<file path="config.mk">
export PLATFORM = sky130hd
export DESIGN_NAME = wrp_ctrl
export DESIGN_NICKNAME = d
export VERILOG_FILES = /design/src/hw/rtl/wrp_pkg.sv /design/src/hw/rtl/wrp_ctrl.sv
export SDC_FILE = /design/constraint.sdc
export NUM_CORES = 1
export LEC_CHECK = 0
export BUFFER_PORTS_ARGS = -buffer_cell sky130_fd_sc_hd__buf_2
export CORE_ASPECT_RATIO = 0.7
export CORE_MARGIN = 1.5
export CORE_UTILIZATION = 40
export CTS_CLUSTER_DIAMETER = 80
export DETAILED_ROUTE_END_ITERATION = 10
export PLACE_DENSITY = 0.69
export SKIP_LAST_GASP = 1
export SYNTH_ARGS = -nofsm -noshare
export SYNTH_HDL_FRONTEND = slang
export SYNTH_SLANG_ARGS = --single-unit
</file>
<file path="constraint.sdc">
create_clock -name clock -period 1.7 [get_ports clock]
set_clock_uncertainty 0.1 [all_clocks]
set_input_delay 0 -clock clock [delete_from_list [all_inputs] [get_ports clock]]
set_output_delay 0 -clock clock [all_outputs]
set_load 0.005 [all_outputs]
</file>
<file path="src/hw/rtl/wrp_pkg.sv">
`default_nettype none
// ----------------------------------------------------------------------------
// wrp_pkg
// Shared codes and controller/datapath interface types for the water ripple
// pixel displacement block.
// ----------------------------------------------------------------------------
package wrp_pkg;

   // map size limits, fixed by the 6-bit coordinate fields
   localparam int MAX_WIDTH  = 64;
   localparam int MAX_HEIGHT = 64;

   localparam logic [1:0] OP_LOAD = 2'd0;
   localparam logic [1:0] OP_PROC = 2'd1;
   localparam logic [1:0] OP_END  = 2'd2;
   localparam logic [1:0] OP_CLR  = 2'd3;

   localparam logic [2:0] CSR_MAP_WIDTH  = 3'd0;
   localparam logic [2:0] CSR_MAP_HEIGHT = 3'd1;
   localparam logic [2:0] CSR_NBR_DIST   = 3'd2;
   localparam logic [2:0] CSR_DAMP_SHIFT = 3'd3;
   localparam logic [2:0] CSR_SEED_SHIFT = 3'd4;

   // previous-map neighbour select
   localparam logic [1:0] NBR_RIGHT = 2'd0;
   localparam logic [1:0] NBR_LEFT  = 2'd1;
   localparam logic [1:0] NBR_DOWN  = 2'd2;
   localparam logic [1:0] NBR_UP    = 2'd3;

   // current-map address select
   localparam logic [1:0] CUR_HERE  = 2'd0;
   localparam logic [1:0] CUR_RIGHT = 2'd1;
   localparam logic [1:0] CUR_DOWN  = 2'd2;
   localparam logic [1:0] CUR_SEED  = 2'd3;

   typedef struct packed {
      logic       latch_item;
      logic       frame_wr;
      logic       frame_rd;
      logic       frame_disp;
      logic       prev_rd;
      logic [1:0] prev_sel;
      logic       cur_rd;
      logic       cur_wr;
      logic [1:0] cur_sel;
      logic       cur_wd_seed;
      logic       clr_start;
      logic       clr_wr;
      logic       toggle_sel;
      logic       sum_load;
      logic       sum_add;
      logic       wave0_load;
      logic       wave_load;
      logic       xo_load;
      logic       yo_load;
      logic       emit;
   } cmd_type;

   typedef struct packed {
      logic [1:0] opcode;
      logic       in_range;
      logic       interior;
      logic       quiet;
      logic       cur_zero;
      logic       clr_last;
   } status_type;

endpackage
`default_nettype wire

</file>
<file path="src/hw/rtl/wrp_ctrl.sv">
`default_nettype none
// ----------------------------------------------------------------------------
// wrp_ctrl
// Sequencer that steps each item through the memory accesses of the datapath.
// ----------------------------------------------------------------------------
module wrp_ctrl (
   input  wire                  clock,
   input  wire                  reset,
   input  wire                  start,
   output logic                 busy,
   input  wrp_pkg::status_type  stat,
   output wrp_pkg::cmd_type     cmd
);
   import wrp_pkg::*;

   localparam logic [4:0] S_IDLE  = 5'd0;
   localparam logic [4:0] S_CLR   = 5'd1;
   localparam logic [4:0] S_SEED  = 5'd2;
   localparam logic [4:0] S_DEC   = 5'd3;
   localparam logic [4:0] S_EFRD  = 5'd4;
   localparam logic [4:0] S_EFCHK = 5'd5;
   localparam logic [4:0] S_P1    = 5'd6;
   localparam logic [4:0] S_P2    = 5'd7;
   localparam logic [4:0] S_P3    = 5'd8;
   localparam logic [4:0] S_P4    = 5'd9;
   localparam logic [4:0] S_P5    = 5'd10;
   localparam logic [4:0] S_P6    = 5'd11;
   localparam logic [4:0] S_P7    = 5'd12;
   localparam logic [4:0] S_P8    = 5'd13;
   localparam logic [4:0] S_P9    = 5'd14;
   localparam logic [4:0] S_P10   = 5'd15;
   localparam logic [4:0] S_P11   = 5'd16;
   localparam logic [4:0] S_P12   = 5'd17;

   logic [4:0] state_ff, state_in;
   logic       seed_ff, seed_in;

   always_ff @(posedge clock) begin
      if (reset) begin
         state_ff <= S_CLR;
         seed_ff  <= 1'b0;
      end else begin
         state_ff <= state_in;
         seed_ff  <= seed_in;
      end
   end

   assign busy = (state_ff != S_IDLE);

   always_comb begin
      cmd      = '0;
      state_in = state_ff;
      seed_in  = seed_ff;
      case (state_ff)
         S_IDLE: begin
            if (start) begin
               cmd.latch_item = 1'b1;
               state_in = S_DEC;
            end
         end
         S_CLR: begin
            cmd.clr_wr = 1'b1;
            if (stat.clr_last) state_in = seed_ff ? S_SEED : S_IDLE;
         end
         S_SEED: begin
            cmd.cur_wr      = 1'b1;
            cmd.cur_sel     = CUR_SEED;
            cmd.cur_wd_seed = 1'b1;
            seed_in  = 1'b0;
            state_in = S_IDLE;
         end
         S_DEC: begin
            case (stat.opcode)
               OP_END: begin
                  cmd.toggle_sel = 1'b1;
                  state_in = S_EFRD;
               end
               OP_CLR: begin
                  cmd.clr_start = 1'b1;
                  seed_in  = 1'b1;
                  state_in = S_CLR;
               end
               OP_LOAD: begin
                  cmd.frame_wr = stat.in_range;
                  state_in = S_IDLE;
               end
               default: begin
                  if (stat.in_range) begin
                     cmd.frame_rd = 1'b1;
                     cmd.prev_rd  = 1'b1;
                     cmd.prev_sel = NBR_RIGHT;
                     cmd.cur_rd   = 1'b1;
                     cmd.cur_sel  = CUR_HERE;
                     state_in = S_P1;
                  end else begin
                     state_in = S_IDLE;
                  end
               end
            endcase
         end
         S_EFRD: begin
            cmd.cur_rd  = 1'b1;
            cmd.cur_sel = CUR_SEED;
            state_in = S_EFCHK;
         end
         S_EFCHK: begin
            // reseed only where the new current map is flat at the centre
            cmd.cur_wr      = stat.cur_zero;
            cmd.cur_sel     = CUR_SEED;
            cmd.cur_wd_seed = 1'b1;
            state_in = S_IDLE;
         end
         S_P1: begin
            cmd.sum_load = 1'b1;
            if (!stat.interior) begin
               cmd.emit = 1'b1;
               state_in = S_IDLE;
            end else begin
               cmd.prev_rd  = 1'b1;
               cmd.prev_sel = NBR_LEFT;
               state_in = S_P2;
            end
         end
         S_P2: begin
            cmd.sum_add  = 1'b1;
            cmd.prev_rd  = 1'b1;
            cmd.prev_sel = NBR_DOWN;
            state_in = S_P3;
         end
         S_P3: begin
            cmd.sum_add  = 1'b1;
            cmd.prev_rd  = 1'b1;
            cmd.prev_sel = NBR_UP;
            state_in = S_P4;
         end
         S_P4: begin
            cmd.sum_add = 1'b1;
            state_in = S_P5;
         end
         S_P5: begin
            if (stat.quiet) begin
               cmd.emit = 1'b1;
               state_in = S_IDLE;
            end else begin
               cmd.wave0_load = 1'b1;
               state_in = S_P6;
            end
         end
         S_P6: begin
            cmd.wave_load = 1'b1;
            state_in = S_P7;
         end
         S_P7: begin
            // store before the neighbour reads: a zero distance reads it back
            cmd.cur_wr  = 1'b1;
            cmd.cur_sel = CUR_HERE;
            state_in = S_P8;
         end
         S_P8: begin
            cmd.cur_rd  = 1'b1;
            cmd.cur_sel = CUR_RIGHT;
            state_in = S_P9;
         end
         S_P9: begin
            cmd.cur_rd  = 1'b1;
            cmd.cur_sel = CUR_DOWN;
            cmd.xo_load = 1'b1;
            state_in = S_P10;
         end
         S_P10: begin
            cmd.yo_load = 1'b1;
            state_in = S_P11;
         end
         S_P11: begin
            cmd.frame_rd   = 1'b1;
            cmd.frame_disp = 1'b1;
            state_in = S_P12;
         end
         S_P12: begin
            cmd.emit = 1'b1;
            state_in = S_IDLE;
         end
         default: state_in = S_IDLE;
      endcase
   end

   a_accept_decodes: assert property (@(posedge clock) disable iff (reset)
      (start && !busy) |=> (state_ff == S_DEC))
      else $error("accepted item did not reach decode");

   a_emit_single: assert property (@(posedge clock) disable iff (reset)
      cmd.emit |=> !cmd.emit)
      else $error("result emitted on consecutive cycles");

   a_clear_blocks: assert property (@(posedge clock) disable iff (reset)
      (state_ff == S_CLR) |-> (cmd.clr_wr && busy && !cmd.emit))
      else $error("clear sweep not writing or not busy");

endmodule
`default_nettype wire

</file>
==> metrics.md, run 1 <==
| Metric | Value |
|---|---|
| Endpoint class of the critical path | output pin |
| Finished Layout Cells | around 190 |
| Antenna Diode Count | 0 |
| Post-Syn Instances | 120 |
| CP Class | flip-flop to output pin |
| CP Max Fanout | 11 |
| Vias | 1,082 |
| FMAX | between 500 and 600 MHz |
| Core area | about 1700 sq um |
| Syn nets | 130 |
| Worst-path cell chain | buf_4, nand2b_1, or3_4, a21oi_1, buf_2 |
| Vias per Instance | approximately 5.8 |
| Die span in x | 54.7 microns |
| Dpl hpwl | between 2000 and 2500 microns |
| Hold crit path type | primary input to flip-flop |
| Die Y | between 30 and 40 microns |
| Routability congestion estimate | 0.865 |
| Setup_tns | 0 ns |
| CTS Root Cell | clkbuf_4 |
| IO Port Bufs | 32 |
| Clk slew on worst S/H paths | around 0.050 ns |
| Multi-input logic area | approximately 610 sq um |
| Initial antenna violation count | 0 |
| Distinct cells, synth | 38 |
| Final nets | approximately 180 |
| Largest net degree at the start of global routing | 18 |
| Finished Core Util | 68.6% |
| Main synth FF type | dfxtp_1 |
| CP startpoint kind | flip-flop |
| Max-cap violations | 0 |
| Fillers | about 150 |
| Final ANT Viol Nets | 0 |
| CTS H-tree lvls | 1 |
| Leak | around 0.58 nW |
| Clock sinks | 6 |
| Outcome | finished, final reports clean |
| Number of synthesized flops with an enable pin | 0 |
| DRT Wirelength | 2870 microns |
| FP Rows | 12 |
| GRT Total Usage | a little under a third |
| Pwr per Cell Area | roughly 420 nW/um^2 |
| Number of global-route vias before repair | 920 |
| Yosys top cell by area | dfxtp_1 |
| Hold WS | around 0.00031 ns |
| CTS Buffer Depth | 2 |
| Die ar. | 2150 sq um |
| Sequential area share after synthesis | between 10% and 20% |
| First-pass GRT wire length | about 4400 microns |
| Critical Path AT | between 1.5 and 2 ns |
| Final hold vios | 0 |
| First-iteration detailed-routing DRC count | 63 |
| Starting Density | between 40% and 50% |
| Finish-stage setup viols | 0 |
| Avg Inst Size Synth | ~6.2 sq um |
| CP max stage delay | about 0.36 ns |
| RSZ-0062 raised after global routing | yes |
| Clock tree from TritonCTS | yes |
| Fin crit share | around 99% |
| Synth warnings | 0 |
| DR pass1 iterations | 4 |
| FF+latch area | around 130 sq um |
| Drt drc | 0 |
| #FFs+latches synth | 6 |
| Slew HR | between 70 and 80% |
| Min Tclk post-route | 1.68 ns |
| Worst-margin pin slew | ~0.38 ns |
| Area grow syn2layout | 52.6% |
| Fraction of layout cells with a size suffix above 1 | 41.5% |
| I/O Pins | 33 |
| Most common library cell in the layout ignoring fill and taps | buf_2 |
| Most frequent cells in the layout | buf_2 (32), nand2_1 (16), buf_4 (13), nor2_1 (12), a21oi_1 (9) |
| Mapped cell area | between 700 and 800 sq um |
| Insertion delay of the later-clocked pin in the worst-skew pair | roughly 0.26 ns |
| Async SR Flop Fraction | 0% |
| DP Cell Count | about 170 |
| Top-area cell type share of the netlist area | ~16% |
| CP Data Required Time | 1.60 ns |
| GRT overflow | 0 |
| Ranking of synthesized cells by area | dfxtp_1 (16%), nand2_1 (8.5%), a21oi_1 (6.7%) |
| Slew Limit Fails | 0 |
| WL per Instance | ~16 microns |
| IR drop worst, VDD | around 0.38 mV |
| Slowest stage cell, crit path | or3_4 |
| CTS Buf Count | 3 |
[per-stage QoR]
step	power, mW	worst slack, ns	cell area (sq um)
after floorplan	0.251	0.190	749
after global placement	0.305	0.150	973
after detailed placement	0.311	0.0911	973
after CTS	0.462	-0.0629	1050
after global routing	0.503	-0.0855	1140
final	0.478	0.0155	1140
[Yosys cell counts (all sizes together) (2+ instances only)]
| master | instances |
|---|---|
| a21boi | 3 |
| or3 | 4 |
| a21o | 2 |
| nand2b | 3 |
| nor2 | 12 |
| nand3 | 5 |
| nand2 | 17 |
| nor4 | 3 |
| inv | 4 |
| nor3 | 8 |
| a21oi | 10 |
| and3 | 3 |
| nor3b | 3 |
| dfxtp | 6 |
| nor2b | 4 |
| a31oi | 3 |
| o21ai | 8 |
| buf | 10 |
[sequential cells by signal (all words and copies together) (netlist names)]
register  flops
seed_ff       1
state_ff      5
[metal layers]
| layer | wire length, microns | track usage, % |
|---|---|---|
| met3 | 264 | 5.81 |
| met5 | 0 | 0 |
| met4 | 77 | 11.9 |
| met1 | 1240 | 39.0 |
| met2 | 1290 | 48.8 |
[where the power goes]
group / switching (mW) / internal (mW)
registers: 0.00831 / 0.146
clock network: 0.0641 / 0.0807
logic: 0.0980 / 0.0806
total: 0.170 / 0.307
[worst max-delay path, delay by kind of cell, from the launching register on]
family          cells  cell delay [ns]
simple gates        2             0.54
flops               1             0.34
buf+inv             2             0.31
compound gates      1             0.13
[path summary, 6_finish.rpt]
kind | startpoint | to | slack, ns | cells past startpoint
setup / recovery | state_ff[0] | cmd[12] | 0.02 | 5
hold / removal | stat[5] | state_ff[2] | 0.0003 | 4
hold reg to reg | seed_ff | seed_ff | 0.41 | 2
setup reg to reg | state_ff[0] | state_ff[3] | 0.02 | 5
[layout make-up]
cell class                      instances  share of cell area (%)
Inverter                                4                    1.31
Multi-Input combinational cell         99                    53.2
Tap cell                               21                    2.30
Sequential cell                         6                    11.2
Timing Repair Buffer                   52                    30.1
Clock buffer                            3                    1.97
[timing repair]
item / CTS / global route
setup buffers: 0 / 5
resized for setup: 3 / 16
hold endpoints to repair: 5 / 0
hold buffers: 4 / 0
setup endpoints to repair: 2 / 14
[cell families (layout without fill, tap and decap cells)]
| family | after synthesis | after routing | synth area share [%] |
|---|---|---|---|
| AOI/OAI and AO/OA | 29 | 29 | 22.9 |
| buffers and inverters | 15 | 59 | 9.68 |
| DFF | 6 | 6 | 16.0 |
| muxes | 2 | 2 | 2.84 |
| and+or+nand+nor | 68 | 68 | 48.6 |
Note: power is estimated with default switching activity, not from simulation.
==> run 2: changes to the inputs <==
Settings changed: CTS_BUF_LIST set to sky130_fd_sc_hd__clkbuf_4, PLACE_DENSITY 0.69 to not set, PLACE_DENSITY_LB_ADDON set to 0.15.
==> run 2 against run 1 <==
Against the previous run:
- the flow now finishes with violations (setup timing)
- largest power group unchanged
- clock-buffer cell count did not move
- maximum frequency shrank 1.3%
- hold slack better by 0.013 ns
- sequential power hardly changed
- sequential cell count is the same
- first-iteration DRC count up 22%
- highest routed layer is now met3
- core utilization decreased by 3.5 points
==> metrics.md, run 2 (synthesis results as in run 1) <==
| Metric | Value |
|---|---|
| Vias per Instance | around 5.6 |
| Largest regs | state_ff (5), seed_ff (1) |
| Multi-input logic area | about 590 sq um |
| WP buf/inv | 2 |
| Pwr per Cell Area | roughly 420 nW/um^2 |
| Critical path's top delay family | simple AND/OR/NAND/NOR gates |
| Most frequent cells in the layout | buf_2 (32), nand2_1 (16), buf_4 (13), nor2_1 (11), a21oi_1 (9) |
| Reg2Reg Setup Slack | roughly 0.12 ns |
| RSZ-0062 raised after global routing | yes |
| Largest register FFs | 5 |
| Pre-CTS WS | 0.0905 ns |
| Drt drc | 0 |
| Most common library cell in the layout ignoring fill and taps | buf_2 |
| Number of global-route vias before repair | 825 |
| Final hold vios | 0 |
| CP Class | flip-flop to output pin |
| Setup bufs post-CTS | 0 |
| Final worst setup slack | -0.00667 ns |
| CTS Root Cell | clkbuf_4 |
| Worst-path cell chain | buf_4, nand2b_1, or3_4, a21oi_1, buf_2 |
| Outcome | finished, violations left |
| CP max stage delay | 0.38 ns |
| CTS Buffer Depth | 2 |
| Die Y | between 30 and 40 microns |
| Insertion delay of the later-clocked pin in the worst-skew pair | 0.25 ns |
| Leak | ~0.55 nW |
| GRT Total Usage | about 25% |
| Fraction of layout cells with a size suffix above 1 | between 40% and 50% |
| Tot Pwr | 0.458 mW |
| Finished Core Util | 65.2% |
| Max-cap violations | 0 |
| FP Rows | 12 |
| DRT Wirelength | between 2000 and 3000 microns |
| Largest net degree at the start of global routing | 16 |
| Antenna Diode Count | 0 |
| Slowest stage cell, crit path | or3_4 |
| CP startpoint kind | flip-flop |
| Final ANT Viol Nets | 0 |
| IR drop worst, VDD | around 0.33 mV |
| Slew HR | 70.0% |
| CP Data Required Time | roughly 1.6 ns |
| WL per Instance | approximately 14 microns |
| FF+latch area | roughly 130 sq um |
| GRT overflow | 0 |
| Worst-margin pin slew | around 0.45 ns |
| Violated checks | setup timing |
| Min Tclk post-route | around 1.7 ns |
| Hold crit path type | primary input to flip-flop |
| DR pass1 iterations | 4 |
| Die ar. | 2150 sq um |
| First-pass GRT wire length | between 3000 and 4000 microns |
| Fillers | ~170 |
| Vias | around 1k |
| Clk slew on worst S/H paths | ~0.05 ns |
| Slew Limit Fails | 0 |
| Critical Path AT | 1.61 ns |
| Fin crit share | 100% |
| Routability congestion estimate | about 0.86 |
| IO Port Bufs | 32 |
| Endpoint class of the critical path | output pin |
| I/O Pins | 33 |
| Finished Layout Cells | about 180 |
| Biggest register | state_ff |
| Core area | ~1700 sq um |
| CTS Buf Count | 3 |
| Area grow syn2layout | 44.9% |
| Die span in x | between 50 and 60 microns |
| CP Max Fanout | 7 |
| Finish-stage setup viols | 1 |
| DP Cell Count | 176 |
| Setup_tns | -0.00667 ns |
| First-iteration detailed-routing DRC count | 77 |
| Initial antenna violation count | 0 |
| Dpl hpwl | 1930 microns |
| Clock tree from TritonCTS | yes |
| Starting Density | between 40% and 50% |
| FMAX | 586 MHz |
| Clock sinks | 6 |
| CTS H-tree lvls | 1 |
| Final nets | around 170 |
[run 2: area by class of cell]
class	count	area share, %
Clock buffer	3	2.07
Inverter	4	1.38
Multi-Input combinational cell	99	54.4
Sequential cell	6	12.2
Tap cell	21	2.42
Timing Repair Buffer	49	27.5
[run 2: report_power, final]
part | total [mW] | switching (mW) | internal (mW)
sequential | 0.156 | 0.0107 | 0.146
combinational | 0.165 | 0.0851 | 0.0798
clock | 0.136 | 0.0562 | 0.0802
total | 0.458 | 0.152 | 0.306
[run 2: what timing repair did]
item / in CTS / in global routing
hold buffers: 3 / 0
endpoints found under the hold margin: 5 / 0
endpoints found under the setup margin: 7 / 11
gates resized for setup: 4 / 14
pin swaps: 0 / 1
[run 2: per-stage QoR]
step	hold slack, ns	area [sq um]
floorplan	-0.0668	749
global placement	0.121	983
detailed placement	0.120	983
CTS	0.00588	1040
global route	0.0152	1090
finish	0.0136	1090
[run 2: tightest hold or removal path: cells and delay by family]
kind,cells,cell delay (ns)
compound gates,2,0.22
buf+inv,1,0.11
[run 2: worst paths after layout]
| path | cells past startpoint | endpoint | start |
|---|---|---|---|
| min | 3 | state_ff[1] | stat[3] |
| min reg2reg | 2 | seed_ff | seed_ff |
| max | 5 | cmd[11] | state_ff[0] |
| max reg2reg | 5 | state_ff[3] | state_ff[4] |
[run 2: per-layer routing]
metal | vias to the layer above | track usage [%] | share of wire (%)
met2 | 53 | 40.5 | 47
met5 | - | 0 | 0
li1 | 510 | - | -
met1 | 465 | 33.8 | 45
met3 | 0 | 4.65 | 7.9
met4 | 0 | 6.88 | 0
